--- src/sv/zsb_pkg.sv ---
// Shared types and constants for the zero-suppressing bitmap chunk block.
package zsb_pkg;

   localparam int CHUNK_MAX = 64;
   localparam int IDX_W     = (CHUNK_MAX > 1) ? $clog2(CHUNK_MAX) : 1;
   localparam int CNT_W     = $clog2(CHUNK_MAX + 1);
   localparam int SAMPLE_W  = 32;
   localparam int MAP_W     = 64;

   typedef struct packed {
      logic [SAMPLE_W-1:0] sample_bits;
      logic                last_sample;
   } req_type;

   typedef struct packed {
      logic [MAP_W-1:0] out_word;
      logic             out_is_map;
      logic             out_last;
   } rsp_type;

   typedef struct packed {
      logic                en;
      logic [IDX_W-1:0]    addr;
      logic [SAMPLE_W-1:0] data;
   } ram_wr_type;

   typedef struct packed {
      logic             en;
      logic [IDX_W-1:0] addr;
   } ram_rd_type;

   typedef enum logic {
      PH_LOAD,
      PH_EMIT
   } phase_type;

   // Sign bit ignored: +0 and -0 are both zero.
   function automatic logic sample_nonzero(input logic [SAMPLE_W-1:0] s);
      sample_nonzero = |s[SAMPLE_W-2:0];
   endfunction

endpackage

--- src/sv/zero_suppress_bitmap_chunk.sv ---
// Zero suppression of a chunk of float samples with a 64-bit presence map; top level.
// Samples are taken one per cycle and written to an on-chip store; a chunk closes on
// last_sample or when the store holds 64 samples. The closing transfer starts the emit
// phase, during which req_ready is low: the store is read back one entry per cycle
// while the output is not stalled (single read port, registered read data). Zeros
// after the first are still read back but produce no transfer. The first zero is
// replaced by the exact presence map, flagged by out_is_map; the oldest sample is the
// most significant used bit of the map. A chunk with no zero comes out unchanged. The
// final result word waits in the output register while the next chunk loads.
module zero_suppress_bitmap_chunk (
   input  logic             clock,
   input  logic             reset,
   input  logic             req_valid,
   output logic             req_ready,
   input  zsb_pkg::req_type req_data,
   output logic             rsp_valid,
   input  logic             rsp_ready,
   output zsb_pkg::rsp_type rsp_data
);
   import zsb_pkg::*;

   ram_wr_type          ram_wr;
   ram_rd_type          ram_rd;
   logic [SAMPLE_W-1:0] ram_rd_data;
   logic                emit_valid;
   rsp_type             emit_data;
   logic                out_free;
   logic                out_valid_ff;
   rsp_type             out_data_ff;

   assign out_free = !out_valid_ff || rsp_ready;

   zsb_sample_ram u_ram (
      .clock   (clock),
      .wr      (ram_wr),
      .rd      (ram_rd),
      .rd_data (ram_rd_data)
   );

   zsb_ctrl u_ctrl (
      .clock       (clock),
      .reset       (reset),
      .req_valid   (req_valid),
      .req_ready   (req_ready),
      .req_data    (req_data),
      .ram_wr      (ram_wr),
      .ram_rd      (ram_rd),
      .ram_rd_data (ram_rd_data),
      .emit_valid  (emit_valid),
      .emit_data   (emit_data),
      .out_free    (out_free)
   );

   // Output register: load when free, hold while stalled.
   always_ff @(posedge clock) begin
      if (reset) begin
         out_valid_ff <= 1'b0;
      end else if (out_free) begin
         out_valid_ff <= emit_valid;
      end
   end

   always_ff @(posedge clock) begin
      if (out_free && emit_valid) begin
         out_data_ff <= emit_data;
      end
   end

   assign rsp_valid = out_valid_ff;
   assign rsp_data  = out_data_ff;

endmodule

--- src/sv/zsb_sample_ram.sv ---
// Sample store: one write port, one read port, registered read data.
module zsb_sample_ram (
   input  logic                         clock,
   input  zsb_pkg::ram_wr_type          wr,
   input  zsb_pkg::ram_rd_type          rd,
   output logic [zsb_pkg::SAMPLE_W-1:0] rd_data
);
   import zsb_pkg::*;

   logic [SAMPLE_W-1:0] store_ff [CHUNK_MAX];
   logic [SAMPLE_W-1:0] rd_data_ff;

   always_ff @(posedge clock) begin
      if (wr.en) begin
         store_ff[wr.addr] <= wr.data;
      end
   end

   always_ff @(posedge clock) begin
      if (rd.en) begin
         rd_data_ff <= store_ff[rd.addr];
      end
   end

   assign rd_data = rd_data_ff;

endmodule

--- src/sv/zsb_ctrl.sv ---
// Chunk loader and emit sequencer: builds the presence map, then reads the store back.
module zsb_ctrl (
   input  logic                         clock,
   input  logic                         reset,
   input  logic                         req_valid,
   output logic                         req_ready,
   input  zsb_pkg::req_type             req_data,
   output zsb_pkg::ram_wr_type          ram_wr,
   output zsb_pkg::ram_rd_type          ram_rd,
   input  logic [zsb_pkg::SAMPLE_W-1:0] ram_rd_data,
   output logic                         emit_valid,
   output zsb_pkg::rsp_type             emit_data,
   input  logic                         out_free
);
   import zsb_pkg::*;

   phase_type        phase_ff, phase_in;
   logic [CNT_W-1:0] fill_ff, fill_in;
   logic [MAP_W-1:0] map_ff, map_in;
   logic [IDX_W-1:0] fz_ff, fz_in;
   logic             fz_found_ff, fz_found_in;
   logic [IDX_W-1:0] lnz_ff, lnz_in;
   logic             nz_found_ff, nz_found_in;
   logic [CNT_W-1:0] rd_ptr_ff, rd_ptr_in;
   logic             pend_ff, pend_in;
   logic [IDX_W-1:0] pend_idx_ff, pend_idx_in;

   logic             accept;
   logic             in_nz;
   logic [IDX_W-1:0] slot;
   logic [CNT_W-1:0] fill_next;
   logic             closing;
   logic             issue;
   logic             pend_nz;
   logic             keep;
   logic             pend_take;
   logic [IDX_W-1:0] last_idx;

   assign slot      = fill_ff[IDX_W-1:0];
   assign in_nz     = sample_nonzero(req_data.sample_bits);
   assign fill_next = fill_ff + CNT_W'(1);
   assign closing   = req_data.last_sample || (fill_next == CNT_W'(CHUNK_MAX));

   // Index of the final word to emit: the later of the last nonzero and the first zero.
   always_comb begin
      if (!nz_found_ff) begin
         last_idx = fz_ff;
      end else if (!fz_found_ff) begin
         last_idx = lnz_ff;
      end else begin
         last_idx = (fz_ff > lnz_ff) ? fz_ff : lnz_ff;
      end
   end

   assign pend_nz   = sample_nonzero(ram_rd_data);
   assign keep      = pend_nz || (fz_found_ff && (pend_idx_ff == fz_ff));
   // Dropped zeros retire without needing the output slot.
   assign pend_take = pend_ff && (!keep || out_free);

   assign emit_valid          = pend_ff && keep;
   assign emit_data.out_word  = pend_nz ? {{(MAP_W-SAMPLE_W){1'b0}}, ram_rd_data} : map_ff;
   assign emit_data.out_is_map = !pend_nz;
   assign emit_data.out_last  = (pend_idx_ff == last_idx);

   always_comb begin
      phase_in    = phase_ff;
      fill_in     = fill_ff;
      map_in      = map_ff;
      fz_in       = fz_ff;
      fz_found_in = fz_found_ff;
      lnz_in      = lnz_ff;
      nz_found_in = nz_found_ff;
      rd_ptr_in   = rd_ptr_ff;
      pend_idx_in = pend_idx_ff;
      req_ready   = 1'b0;
      accept      = 1'b0;
      issue       = 1'b0;
      ram_wr.en   = 1'b0;
      ram_wr.addr = slot;
      ram_wr.data = req_data.sample_bits;
      ram_rd.en   = 1'b0;
      ram_rd.addr = rd_ptr_ff[IDX_W-1:0];

      case (phase_ff)
         PH_LOAD: begin
            req_ready = 1'b1;
            accept    = req_valid;
            if (accept) begin
               ram_wr.en = 1'b1;
               fill_in   = fill_next;
               map_in    = {map_ff[MAP_W-2:0], in_nz};
               if (in_nz) begin
                  lnz_in      = slot;
                  nz_found_in = 1'b1;
               end else if (!fz_found_ff) begin
                  fz_in       = slot;
                  fz_found_in = 1'b1;
               end
               if (closing) begin
                  phase_in  = PH_EMIT;
                  rd_ptr_in = '0;
               end
            end
         end
         PH_EMIT: begin
            issue = (rd_ptr_ff < fill_ff) && (!pend_ff || pend_take);
            if (issue) begin
               ram_rd.en   = 1'b1;
               rd_ptr_in   = rd_ptr_ff + CNT_W'(1);
               pend_idx_in = rd_ptr_ff[IDX_W-1:0];
            end
            // Last read retired: clear chunk state and reopen the input.
            if ((rd_ptr_ff == fill_ff) && pend_take) begin
               phase_in    = PH_LOAD;
               fill_in     = '0;
               map_in      = '0;
               fz_found_in = 1'b0;
               nz_found_in = 1'b0;
            end
         end
         default: begin
            phase_in = PH_LOAD;
         end
      endcase
   end

   always_comb begin
      if (issue) begin
         pend_in = 1'b1;
      end else if (pend_take) begin
         pend_in = 1'b0;
      end else begin
         pend_in = pend_ff;
      end
   end

   always_ff @(posedge clock) begin
      if (reset) begin
         phase_ff    <= PH_LOAD;
         fill_ff     <= '0;
         map_ff      <= '0;
         fz_found_ff <= 1'b0;
         nz_found_ff <= 1'b0;
         rd_ptr_ff   <= '0;
         pend_ff     <= 1'b0;
      end else begin
         phase_ff    <= phase_in;
         fill_ff     <= fill_in;
         map_ff      <= map_in;
         fz_found_ff <= fz_found_in;
         nz_found_ff <= nz_found_in;
         rd_ptr_ff   <= rd_ptr_in;
         pend_ff     <= pend_in;
      end
   end

   always_ff @(posedge clock) begin
      fz_ff       <= fz_in;
      lnz_ff      <= lnz_in;
      pend_idx_ff <= pend_idx_in;
   end

endmodule

--- config.mk ---
export PLATFORM = sky130hd
export DESIGN_NAME = zero_suppress_bitmap_chunk
export DESIGN_NICKNAME = d
export VERILOG_FILES = /design/src/sv/zsb_pkg.sv /design/src/sv/zero_suppress_bitmap_chunk.sv /design/src/sv/zsb_sample_ram.sv /design/src/sv/zsb_ctrl.sv
export SDC_FILE = /design/constraint.sdc
export NUM_CORES = 2
export LEC_CHECK = 0
export ABC_CLOCK_PERIOD_IN_PS = 5050
export BUFFER_PORTS_ARGS = -buffer_cell sky130_fd_sc_hd__buf_4
export CORE_MARGIN = 5
export CORE_UTILIZATION = 25
export DETAILED_ROUTE_END_ITERATION = 10
export GPL_ROUTABILITY_DRIVEN = 1
export PLACE_DENSITY = 0.45
export SLEW_MARGIN = 20
export SYNTH_ARGS = -nofsm -noshare
export SYNTH_HDL_FRONTEND = slang
export SYNTH_SLANG_ARGS = --single-unit
--- constraint.sdc ---
create_clock -name clock -period 5.05 [get_ports clock]
set_clock_uncertainty 0.1 [all_clocks]
set_input_delay 1.2625 -clock clock [delete_from_list [all_inputs] [get_ports clock]]
set_output_delay 1.2625 -clock clock [all_outputs]
set_load 0.02 [all_outputs]
==> flow_summary.toml <==
[placed_design]
gp_congestion = 0.753
portBuffers = 104
placed_cell_area_um2 = 93900
place_inst = 8383
pre_cts_slack_ns = 0.584
dp_hpwl_mm = 145

[timing]
rsz0062_at_grt = "no"
setup_violations = 0
post-route-period-util_pct = 80.3
relSlewSlack_pct = 21.8
fmax_mhz = 247
finalHoldViolCount = 0
setup_ws_ns = 0.994
worst_pin_slew_ns = 1.17
period_needed_ns = 4.06
slew_viol_final = 0

[worst_setup_path]
crit_path_start_kind = "register"
worstSetupPathType = "register to register"
r2r_setup_slack_ns = 0.99
critPathMaxFanout = 28
crit_path_end_kind = "register"
crit_arrival_ns = 4.63
worstPathRequired_ns = 5.62

[power]
combPwrFrac_pct = 2.7
internal-power_w = 0.0302
powerDensity_nw_per_um2 = 377
p_sw_share_pct = 20.8
leakagePower_nw = 30.0
switching_power_w = 0.00793
seq_power_share_pct = 53.8
irDropWorstVdd_v = 0.000302
clkPwrFrac_pct = 43.5

[clock_tree]
insertion_delay_ns = 0.91
cts_made_buffers = 238
hold_buffers = 0
path_clk_slew_ns = 0.06
cts-root-buf = "clkbuf_16"
cts_sinks = 2247
cts_max_level = 4
ctsResizeCount = 0
cts_tree = "built"
clk_path_buf_depth = 4
post_cts_buffers = 0

[layout]
syn_to_final_growth_pct = 18.4
fill_cells = 32900
layout-drive-gt1-share_pct = 32.2
nNetsFinal = 4140
fin_area_um2 = 101000
layout.cells.non_filler = 8819

[synth]
syn_area_um2 = 85400
synth_top_area_share_pct = 76.1
avgSynthCellArea_um2 = 22.9
synth_edf_count = 2164
ys_top_cells_by_count = "2,164 x edfxtp_1, 640 x mux4_2, 121 x clkbuf_1"
synthesis.nets = 3776
ys_ff_latch = 2247
syn_inst = 3723
ys_seq_area_share_pct = 78.0
synth_area_leaders = "edfxtp_1 76%, mux4_2 17%, dfxtp_1 1.9%"
synth_ff_type = "edfxtp_1"
yosys.area.top_type = "edfxtp_1"
yosys_warnings = 0
synthMostInstantiatedCell = "edfxtp_1"
ys_types = 46
async_flop_share_pct = 0

[drt]
viasPerCell = 4.61
drc = 0
vias = 40700
wl_mm = 252
final_antenna_net_count = 0
drtIter0Drc = 4569
wl_per_cell_um = 28.6
drtPass1Iterations = 5

[global_routing]
grt_usage_pct = 13.9
grt.overflow.total = 0
grt_first_pass_wirelength_mm = 346
grt_max_degree = 79
grt_pass1_vias = 41800
antenna_found_initial = 20

[floorplan]
io_pins = 105
die_x_um = 595
start_util_pct = 25.1
core_um2 = 340000
fp.dieH_um = 595
num_rows = 214
die-area_um2 = 354000

[status]
status = "complete, no violations"

[run]
drv_cap = 0

[hold_path]
hp-class = "register to register"
==> per-stage QoR <==
step                utilization (%)  hold slack, ns  TNS, ns  total power, W
floorplan                         -           0.324        0          0.0214
global placement               27.6           0.350   -0.165          0.0220
CTS                            29.8           0.359        0          0.0387
global route                   29.8           0.373        0          0.0395
detailed placement             27.6           0.358        0          0.0220
finish                         29.8           0.356        0          0.0382
==> per-layer routing <==
layer | vias up | part of all wire [%] | wire [um] | global-route usage [%]
met5 | - | 0.020 | 51 | 0
met4 | 8 | 2.6 | 6500 | 3.55
met3 | 343 | 6.4 | 16200 | 2.91
met2 | 1238 | 47 | 118000 | 22.1
met1 | 22500 | 44 | 111000 | 19.4
li1 | 16600 | - | - | -
==> placed cells by master, fill, tap and decap left out, drive strengths merged, types with 64 or more instances in the layout <==
master | netlist | final
buf | 86 | 331
nand3 | 76 | 76
a22oi | 64 | 64
a21oi | 84 | 84
nand2 | 120 | 120
dfxtp | 83 | 83
nor2 | 83 | 83
clkinv | 0 | 117
edfxtp | 2164 | 2164
mux4 | 640 | 640
clkbuf | 121 | 294
==> worst max-delay path: stages (launching register included) <==
cell,delay [ns]
dfxtp_4,0.84
buf_12,0.32
buf_4,0.36
inv_1,0.11
ha_1,0.20
nor2b_1,0.12
o21a_1,0.12
o21bai_1,0.08
nand2_1,0.36
nor2_4,0.13
buf_12,0.21
o31ai_1,0.79
==> cell type report <==
class / instances / area (um2) / share of cell area (%)
clock buffers: 294 / 6290 / 6.21
multi-input cells: 1252 / 18400 / 18.2
clock inverters: 136 / 1020 / 1.01
well taps: 4536 / 5680 / 5.61
diodes: 6 / 15.0 / 0.0148
flip-flops and latches: 2247 / 66700 / 65.9
repair buffers: 331 / 3070 / 3.04
inverters: 17 / 63.8 / 0.0631
==> registers in the layout, indices dropped and copies added (netlist names) <==
signal / flops
rsp_data: 66
rsp_valid: 1
u_ctrl.fill_ff: 7
u_ctrl.fz_ff: 6
u_ctrl.fz_found_ff: 1
u_ctrl.lnz_ff: 6
u_ctrl.map_ff: 64
u_ctrl.nz_found_ff: 1
u_ctrl.pend_ff: 1
u_ctrl.pend_idx_ff: 6
u_ctrl.phase_ff: 1
u_ctrl.rd_ptr_ff: 7
u_ram.rd_data: 32
u_ram.store_ff: 2048
==> power groups by stage <==
stage	clock network [W]	registers, W	logic (W)
after global placement	0	0.0209	0.00105
final	0.0166	0.0205	0.00105
after floorplan	0	0.0209	0.000503
after global routing	0.0178	0.0205	0.00113
after detailed placement	0	0.0209	0.00107
after CTS	0.0171	0.0205	0.00107
==> kinds of logic after synthesis <==
family / after synthesis / share of synthesized area, %
flip-flops: 2247 / 78.0
adder cells (fa/ha/maj): 16 / 0.234
AND/OR/NAND/NOR: 372 / 2.02
buffers and inverters: 224 / 1.11
AO/OA/AOI/OAI: 213 / 1.64
multiplexers: 641 / 16.9
XOR/XNOR: 10 / 0.103
==> worst paths after layout <==
kind | startpoint | endpoint | depth (start not counted)
worst min register to register | u_ctrl.map_ff[41]$_SDFFE_PP0P_ | u_ctrl.map_ff[42]$_SDFFE_PP0P_ | 2
worst max register to register | u_ctrl.rd_ptr_ff[0]$_SDFFE_PP0P_ | u_ctrl.rd_ptr_ff[0]$_SDFFE_PP0P_ | 11
worst max-delay path | u_ctrl.rd_ptr_ff[0]$_SDFFE_PP0P_ | u_ctrl.rd_ptr_ff[0]$_SDFFE_PP0P_ | 11
worst min-delay path | u_ctrl.map_ff[41]$_SDFFE_PP0P_ | u_ctrl.map_ff[42]$_SDFFE_PP0P_ | 2
Note: power is estimated with default switching activity, not from simulation.
